--- config.mk ---
export PLATFORM = sky130hd
export DESIGN_NAME = sh2k_ctrl
export DESIGN_NICKNAME = d
export VERILOG_FILES = /design/src/hw/rtl/sh2k_pkg.sv /design/src/hw/rtl/sh2k_ctrl.sv
export SDC_FILE = /design/constraint.sdc
export NUM_CORES = 1
export LEC_CHECK = 0
export ABC_AREA = 1
export BUFFER_PORTS_ARGS = -buffer_cell sky130_fd_sc_hd__buf_2
export CAP_MARGIN = 20
export CORE_MARGIN = 2
export CORE_UTILIZATION = 43
export DETAILED_ROUTE_END_ITERATION = 10
export GPL_TIMING_DRIVEN = 0
export PLACE_DENSITY = 0.72
export SLEW_MARGIN = 40
export SYNTH_ARGS = -nofsm -noshare
export SYNTH_HDL_FRONTEND = slang
export SYNTH_SLANG_ARGS = --single-unit
--- constraint.sdc ---
create_clock -name clk -period 1.15 [get_ports clk]
set_input_delay 0.23 -clock clk [delete_from_list [all_inputs] [get_ports clk]]
set_output_delay 0.23 -clock clk [all_outputs]
set_load 0.01 [all_outputs]
--- src/hw/rtl/sh2k_pkg.sv ---
// shared types, constants and round helper functions for the sponge hash unit
`default_nettype none

package sh2k_pkg;

	localparam int StateWords  = 32;
	localparam int RateWords   = 20;
	localparam int DigestWords = 6;
	localparam int RoundsDef   = 20;
	localparam int RoundsMax   = 24;
	localparam int RoundW      = 5;
	localparam int PosW        = 5;
	localparam int OutIdxW     = 3;

	localparam logic [7:0] PadByte = 8'h80;

	localparam logic [7:0] Rcon [RoundsMax] = '{
		8'h24, 8'h3f, 8'h6a, 8'h88, 8'h85, 8'ha3, 8'h08, 8'hd3,
		8'h13, 8'h19, 8'h8a, 8'h2e, 8'h03, 8'h70, 8'h73, 8'h44,
		8'ha4, 8'h09, 8'h38, 8'h22, 8'h29, 8'h9f, 8'h31, 8'hd0
	};

	localparam int Rho [4][4] = '{
		'{0, 14, 20, 22},
		'{0, 13, 68, 91},
		'{0, 27, 42, 106},
		'{0, 32, 48, 80}
	};

	typedef struct packed {
		logic [63:0] data_word;
		logic [6:0]  valid_bits;
		logic        last_item;
	} in_item_t;

	typedef struct packed {
		logic [63:0] digest_word;
		logic        last_word;
	} out_item_t;

	typedef enum logic [1:0] {
		ST_IDLE,
		ST_PERM,
		ST_PAD,
		ST_OUT
	} ctrl_state_t;

	typedef struct packed {
		logic               absorb;
		logic               perm;
		logic [RoundW-1:0]  rnd;
		logic               pad0;
		logic [OutIdxW-1:0] out_idx;
		logic               clear;
	} cmd_t;

	typedef struct packed {
		logic pos_last;
		logic item_full;
	} stat_t;

	typedef logic [127:0] cell_t;
	typedef logic [3:0][127:0] row_t;

	// 4-input bitwise s-box along one row
	function automatic row_t sbox_row(input row_t x);
		row_t o;
		o[3] = (x[3] & x[2]) ^ x[1];
		o[1] = (x[2] | x[1]) ^ x[0];
		o[0] = (o[3] & x[0]) ^ x[3];
		o[2] = (o[1] & x[3]) ^ x[2];
		return o;
	endfunction

	// row multiply shuffle
	function automatic row_t row_mul(input row_t x);
		row_t o;
		o[3] = x[2];
		o[2] = x[1];
		o[1] = x[3] ^ x[0];
		o[0] = x[3];
		return o;
	endfunction

	// right rotation by a constant amount
	function automatic cell_t rotr128(input cell_t v, input int n);
		cell_t r;
		if (n == 0) begin
			r = v;
		end else begin
			r = (v >> n) | (v << (128 - n));
		end
		return r;
	endfunction

endpackage

`default_nettype wire

--- src/hw/rtl/sh2k_ctrl.sv ---
// controller: sequences absorb, permutation rounds, padding and digest output
`default_nettype none

module sh2k_ctrl #(
	parameter int ROUNDS = sh2k_pkg::RoundsDef
) (
	input  wire logic          clk,
	input  wire logic          arst_n,
	input  wire logic          in_valid,
	input  wire logic          in_last,
	output logic               in_stall,
	output logic               out_valid,
	input  wire logic          out_stall,
	input  wire sh2k_pkg::stat_t stat,
	output sh2k_pkg::cmd_t     cmd
);

	localparam logic [sh2k_pkg::RoundW-1:0]  LastRnd = sh2k_pkg::RoundW'(ROUNDS - 1);
	localparam logic [sh2k_pkg::OutIdxW-1:0] LastOut =
		sh2k_pkg::OutIdxW'(sh2k_pkg::DigestWords - 1);

	sh2k_pkg::ctrl_state_t state_q, state_d;
	logic [sh2k_pkg::RoundW-1:0]  rnd_q;
	logic [sh2k_pkg::OutIdxW-1:0] out_idx_q;
	logic go_pad_q, go_out_q;
	logic accept, out_acc, rnd_done;

	assign accept   = in_valid & ~in_stall;
	assign out_acc  = out_valid & ~out_stall;
	assign rnd_done = (rnd_q == LastRnd);

	// next state
	always_comb begin
		state_d = state_q;
		unique case (state_q)
			sh2k_pkg::ST_IDLE: begin
				if (accept && (in_last || stat.pos_last)) begin
					state_d = sh2k_pkg::ST_PERM;
				end
			end
			sh2k_pkg::ST_PERM: begin
				if (rnd_done) begin
					if (go_pad_q) begin
						state_d = sh2k_pkg::ST_PAD;
					end else if (go_out_q) begin
						state_d = sh2k_pkg::ST_OUT;
					end else begin
						state_d = sh2k_pkg::ST_IDLE;
					end
				end
			end
			sh2k_pkg::ST_PAD: begin
				state_d = sh2k_pkg::ST_PERM;
			end
			sh2k_pkg::ST_OUT: begin
				if (out_acc && out_idx_q == LastOut) begin
					state_d = sh2k_pkg::ST_IDLE;
				end
			end
			default: begin
				state_d = sh2k_pkg::ST_IDLE;
			end
		endcase
	end

	// outputs
	always_comb begin
		in_stall    = (state_q != sh2k_pkg::ST_IDLE);
		out_valid   = (state_q == sh2k_pkg::ST_OUT);
		cmd.absorb  = accept;
		cmd.perm    = (state_q == sh2k_pkg::ST_PERM);
		cmd.rnd     = rnd_q;
		cmd.pad0    = (state_q == sh2k_pkg::ST_PAD);
		cmd.out_idx = out_idx_q;
		cmd.clear   = out_acc && (out_idx_q == LastOut);
	end

	always_ff @(posedge clk or negedge arst_n) begin
		if (!arst_n) begin
			state_q   <= sh2k_pkg::ST_IDLE;
			rnd_q     <= '0;
			out_idx_q <= '0;
			go_pad_q  <= 1'b0;
			go_out_q  <= 1'b0;
		end else begin
			state_q <= state_d;
			if (accept) begin
				// full last word closing a block needs one extra permutation
				go_pad_q <= in_last & stat.item_full & stat.pos_last;
				go_out_q <= in_last & ~(stat.item_full & stat.pos_last);
			end else if (state_q == sh2k_pkg::ST_PAD) begin
				go_pad_q <= 1'b0;
				go_out_q <= 1'b1;
			end
			if (state_q == sh2k_pkg::ST_PERM) begin
				rnd_q <= rnd_done ? '0 : rnd_q + 1'b1;
			end
			if (out_acc) begin
				out_idx_q <= (out_idx_q == LastOut) ? '0 : out_idx_q + 1'b1;
			end
		end
	end

	a_rnd_range: assert property (@(posedge clk) disable iff (!arst_n)
		rnd_q <= LastRnd)
		else $error("round counter past last round");

	a_out_range: assert property (@(posedge clk) disable iff (!arst_n)
		out_idx_q <= LastOut)
		else $error("digest index past last word");

	a_last_perm: assert property (@(posedge clk) disable iff (!arst_n)
		accept && in_last |=> state_q == sh2k_pkg::ST_PERM)
		else $error("last item did not start a permutation");

	a_flags_excl: assert property (@(posedge clk) disable iff (!arst_n)
		!(go_pad_q && go_out_q))
		else $error("pad and output flags both set");

	a_pad_then_perm: assert property (@(posedge clk) disable iff (!arst_n)
		state_q == sh2k_pkg::ST_PAD |=> state_q == sh2k_pkg::ST_PERM && rnd_q == '0)
		else $error("padding not followed by a fresh permutation");

endmodule

`default_nettype wire

Word level (Yosys, flattened, before mapping)
Cells that the tools add are included.
{ "totals": {"in_bits": 7, "latch_bits": 0, "regBits": 12, "romBits": 0, "mem_bits_rw": 0, "n_memories": 0, "out_inout_bits": 14, "elab_cells": 43} }
{ "op_classes": {"n_lt_le_gt_ge": 0, "mul": 0, "muxes": 12, "bitwise_logic": 9, "eq_ne": 8, "n_addsub": 2, "shift": 0, "n_reduce_logical": 7, "n_div": 0} }
{ "op_table": {"columns": ["operator", "count"], "rows": [
  ["$mux 2", 5],
  ["$pmux 2 s4", 1],
  ["$and 1x1->1", 6],
  ["$add 5x1->5 const B", 1],
  ["$eq 5x5->1 const B", 1],
  ["$mux 5", 1],
  ["$eq 2x2->1 const B", 2],
  ["$mux 1", 4],
  ["$ne 2x1->1 const B", 2],
  ["$reduce_bool 2->1", 2],
  ["$add 3x1->3 const B", 1],
  ["$eq 3x3->1 const B", 1],
  ["$mux 3", 1],
  ["$not 1->1", 3],
  ["$reduce_and 3->1", 1],
  ["$eq 2x1->1 const B", 1],
  ["$logic_and 1x1->1", 2],
  ["$logic_not 2->1", 1],
  ["$ne 2x2->1 const B", 1],
  ["$logic_or 1x1->1", 1]
]} }

Longest topological paths before layout
{ "logic_depth": {"depth_word": 6, "ltp_mapped": 8, "mapped_depth_nobuf": 8} }

Worst setup path after synthesis
Ideal clock, no wire load.
{ "synth_path": {"path_type": "reg2reg", "startpoint": "reg rnd_q[0] (netlist name)", "endpoint": "reg state_q[0]", "n_path_buf": 0, "required_time_ns": 1.033, "setup_ns": 0.117, "path_slack_ns": -0.103, "period_less_slack_ns": 1.253, "arrival_time_ns": 1.135, "path_stages_with_launch": 9, "cell_sequence": "dfrtp_1 > ha_1 > inv_1 > nor2_1 > nand2_1 > nand2_1 > nand3_1 > nand2_1 > nand2_1"} }
{ "synth_via": {"elab_chain_cells": 3} }
{ "synth_rtl": {"columns": ["element", "line_no", "rtl"], "rows": [
  ["start, declared", "sh2k_ctrl.sv:23", "logic [sh2k_pkg::RoundW-1:0] rnd_q;"],
  ["start signal, assigned", "sh2k_ctrl.sv:96", "rnd_q <= rnd_done ? '0 : rnd_q + 1'b1;"],
  ["$eq 5x5->1", "sh2k_ctrl.sv:30", "assign rnd_done = (rnd_q == LastRnd);"],
  ["$ne 2x1->1 (no source line)", null, null],
  ["$reduce_and 3->1 (no source line)", null, null],
  ["end signal, assigned", "sh2k_ctrl.sv:80", "state_q <= sh2k_pkg::ST_IDLE;"],
  ["end signal, assigned", "sh2k_ctrl.sv:86", "state_q <= state_d;"],
  ["end, declared", "sh2k_ctrl.sv:22", "sh2k_pkg::ctrl_state_t state_q, state_d;"]
]} }
Every way passes these cells.
A chain may end at the register's enable or synchronous reset.

==> summary.md <==
| Metric | Value |
|---|---|
| Outcome | complete, but fails checks |
| Failing checks | setup timing |
| Global-route track usage on met1 | approximately 25% |
| Type of the worst setup path | reg2out |
| Total of warnings raised by yosys | 0 |
| Nature of the critical path endpoint | output port |
| Endpoint arrival time on the critical path | roughly 1300 ps |
| Hold Slack | 232 ps |
| Area added between synthesis and finish | 57.5% |
| Worst hold path class | in2reg |
| Net count, final | around 140 |
| CP max stage cell | dfrtp_1 |
| Layout cell share with drive strength beyond 1 | about half |
| Finish-stage setup viols | 16 |
| Total half-perimeter wirelength after legalization and detailed placement | about 1.0 mm |
| Register-to-register path setup slack | -190 ps |
| Worst Hold End | go_pad_q$_DFFE_PN0P_ |
| M3 GR Usage | 3.75% |
| Die Wd | roughly 43 um |
| Initial antenna violation count | 0 |
| Rows | 14 |
| Most frequent cells in the layout | nand2_1, buf_2, inv_1, buf_6, buf_4 |
| Remaining routing DRC violations | 0 |
| Final total power | a little under 3 mW |
| Max Slew Vio Count | 0 |
| Share of flip-flops with an asynchronous set or reset after synthesis | 100% |
| Largest net degree at the start of global routing | 13 |
| Actual transition at the worst max-transition pin | 290 ps |
| Final worst-path setup slack | -327 ps |
| FF-to-FF End | rnd_q[3]$_DFFE_PN0P_ |
| # Max-Cap Violations | 0 |
| Clock-pin slew of the registers on the worst-case setup and hold paths | around 80 ps |
| Chip Height | roughly 43 um |
| Most used flip-flop cell after synthesis | dfrtp_1 |
| Initial detailed-routing violation count | 19 |
| Total global routing overflow | 0 |
| Startpoint of the lowest-slack hold path | stat[0] |
| EDFF count, synth | 0 |
| Worst Reg-to-Reg Cells | 7 |
| Synth Area per Inst | about 7.7 um2 |
| Cell leakage power | around 0.56 nW |
| Initial core utilization | 44.9% |
| Routability Congestion | about 0.80 |
| Most congested layer reported by global routing | met2 |
| Power per Cell Area | between 2000 and 3000 nW/um2 |
| Total clock buffers created by CTS | 3 |
| Net count of the mapped netlist | 95 |
| Via count | 748 |
| Number of cells in the design after placement | approximately 120 |
| Overall routed net length | ~1.9 mm |
| Cells after synthesis | 87 |
| Total number of clock tree sinks | 12 |
| TritonRoute pass-1 iters | 4 |
| Aggregate global-route resource usage | 18.2% |
| Global-route wire length before repair | roughly 2.5 mm |
| Shortest period the worst path allows | about 1500 ps |
| Number of hold violations in the final report | 0 |
| Number of antenna repair diodes | 0 |
| Startpoint types | flip-flop |
| List of cells traversed by the critical path | nand2_1 > inv_2 > nand2_4 > nor2_2 > buf_2 |
| Met2 Track Usage GR | between 20% and 30% |
| Final core utilization | roughly 71% |
| Worst Path Max Fanout | 4 |
| Final instance area | 1050 um2 |
| Count of nets left with antenna violations after detail routing | 0 |
| WHS Path Cells | 3 |
| Cell area after synthesis | between 600 and 700 um2 |
| Data required time of the worst path | between 900 and 1000 ps |
| Crit-path max cell delay | 420 ps |
| Final Skew | ~1.5 ps |
| Core ar. | ~1500 um2 |
| Unique cell type count in the Yosys netlist | 19 |
| Die Footprint | 1890 um2 |
| Crit share post-route | 128% |
| Worst r2r src | state_q[1]$_DFFE_PN0P_ |
| Maximum clock path buffer count | 2 |
| Setup repair after global routing missed its margin | true |
| Vias in the first global route | 610 |
| Share of the yosys chip area belonging to registers | between 40 and 50% |
| Peak clock frequency supported by timing | roughly 680 MHz |
| I/O pin cnt | 21 |
| Clk Latency, worst-skew pair | between 200 and 300 ps |
| Synthesized flop and latch total | 12 |
| Final std cells w/o fill | ~140 |
| CTS tree | built |
| Post-DR wirelength/cell | 13.0 um |
| Port bufs | 20 |
| Rel. slew slack | between 80% and 90% |
| Maximum vdd ir drop | 1.42 mV |
| Clk root buf | clkbuf_4 |
| Placed instance area | between 700 and 800 um2 |
| Via/cell ratio | approximately 5.2 |
| Number of H-tree levels | 1 |
[critical path: cells and delay by family, from the launching register on]
family	cells	cell delay, ps
simple gates	3	300
flops	1	420
buf+inv	2	250
[how the worst max path moves through the flow]
stage	start	endpoint	cells past startpoint
after global placement	rnd_q[1]$_DFFE_PN0P_	state_q[0]$_DFFE_PN0P_	8
after detailed placement	rnd_q[1]$_DFFE_PN0P_	state_q[0]$_DFFE_PN0P_	8
after global routing	state_q[1]$_DFFE_PN0P_	cmd[0]	5
after CTS	state_q[1]$_DFFE_PN0P_	cmd[11]	4
after floorplan	rnd_q[1]$_DFFE_PN0P_	state_q[0]$_DFFE_PN0P_	8
final	state_q[1]$_DFFE_PN0P_	cmd[0]	5
[metal layers]
layer,part of all wire (%),wire length [um]
met2,52,969
met5,0,0
met4,1.9,36
met3,4.3,79
met1,41,767
[cell type report]
cell class                 instances  area [um2]
timing repair buffer              37         284
fill                             137         437
multi-input combinational         56         340
sequential                        12         304
clock buffer                       4        36.3
inverter                          18        67.6
tap                               16        20.0
[cell families (layout without fill, tap and decap cells)]
logic type,count (synthesis),after routing,synth area share [%]
adders and majority gates,1,1,1.87
AOI/OAI and AO/OA,13,13,10.7
DFF,12,12,44.9
buffers and inverters,19,59,11.2
and+or+nand+nor,40,40,28.7
xor gates and xnor gates,2,2,2.62
[power breakdown]
group	switching (mW)	internal [mW]	leakage (nW)	total, mW
Combinational	0.885	0.869	0.396	1.75
Sequential	0.225	0.633	0.140	0.858
Clock	0.147	0.192	0.0210	0.339
[registers in the layout (all words and copies together), names as in the netlist]
name / flops
go_out_q: 1
go_pad_q: 1
rnd_q: 5
state_q: 2
out_idx_q: 3
[synthesized netlist by cell type, types with 2 or more instances]
| cell | instances | area, um2 |
|---|---|---|
| a21oi_1 | 7 | 35.0 |
| dfrtp_1 | 12 | 300 |
| o21ai_0 | 4 | 20.0 |
| xor2_1 | 2 | 17.5 |
| nor2_1 | 8 | 30.0 |
| nand3_1 | 6 | 30.0 |
| nand4_1 | 3 | 18.8 |
| nand2_1 | 18 | 67.6 |
| inv_1 | 16 | 60.1 |
| inv_2 | 2 | 7.51 |
[repair_timing]
| action | 4_1_cts | 5_1_grt |
|---|---|---|
| hold buffers | 1 | 0 |
| endpoints found under the hold margin | 12 | 0 |
| pin swaps | 4 | 3 |
| endpoints found under the setup margin | 12 | 16 |
| setup buffers | 7 | 9 |
| resized for setup | 9 | 19 |
[stage by stage]
step                      worst slack [ps]  setup TNS (ps)
after global placement                -116            -247
after CTS                             -247           -2150
final                                 -327           -2330
after detailed placement              -134            -351
after global routing                  -385           -3540
after floorplan                      -64.0           -64.0
(Power assumes the default switching activity.)
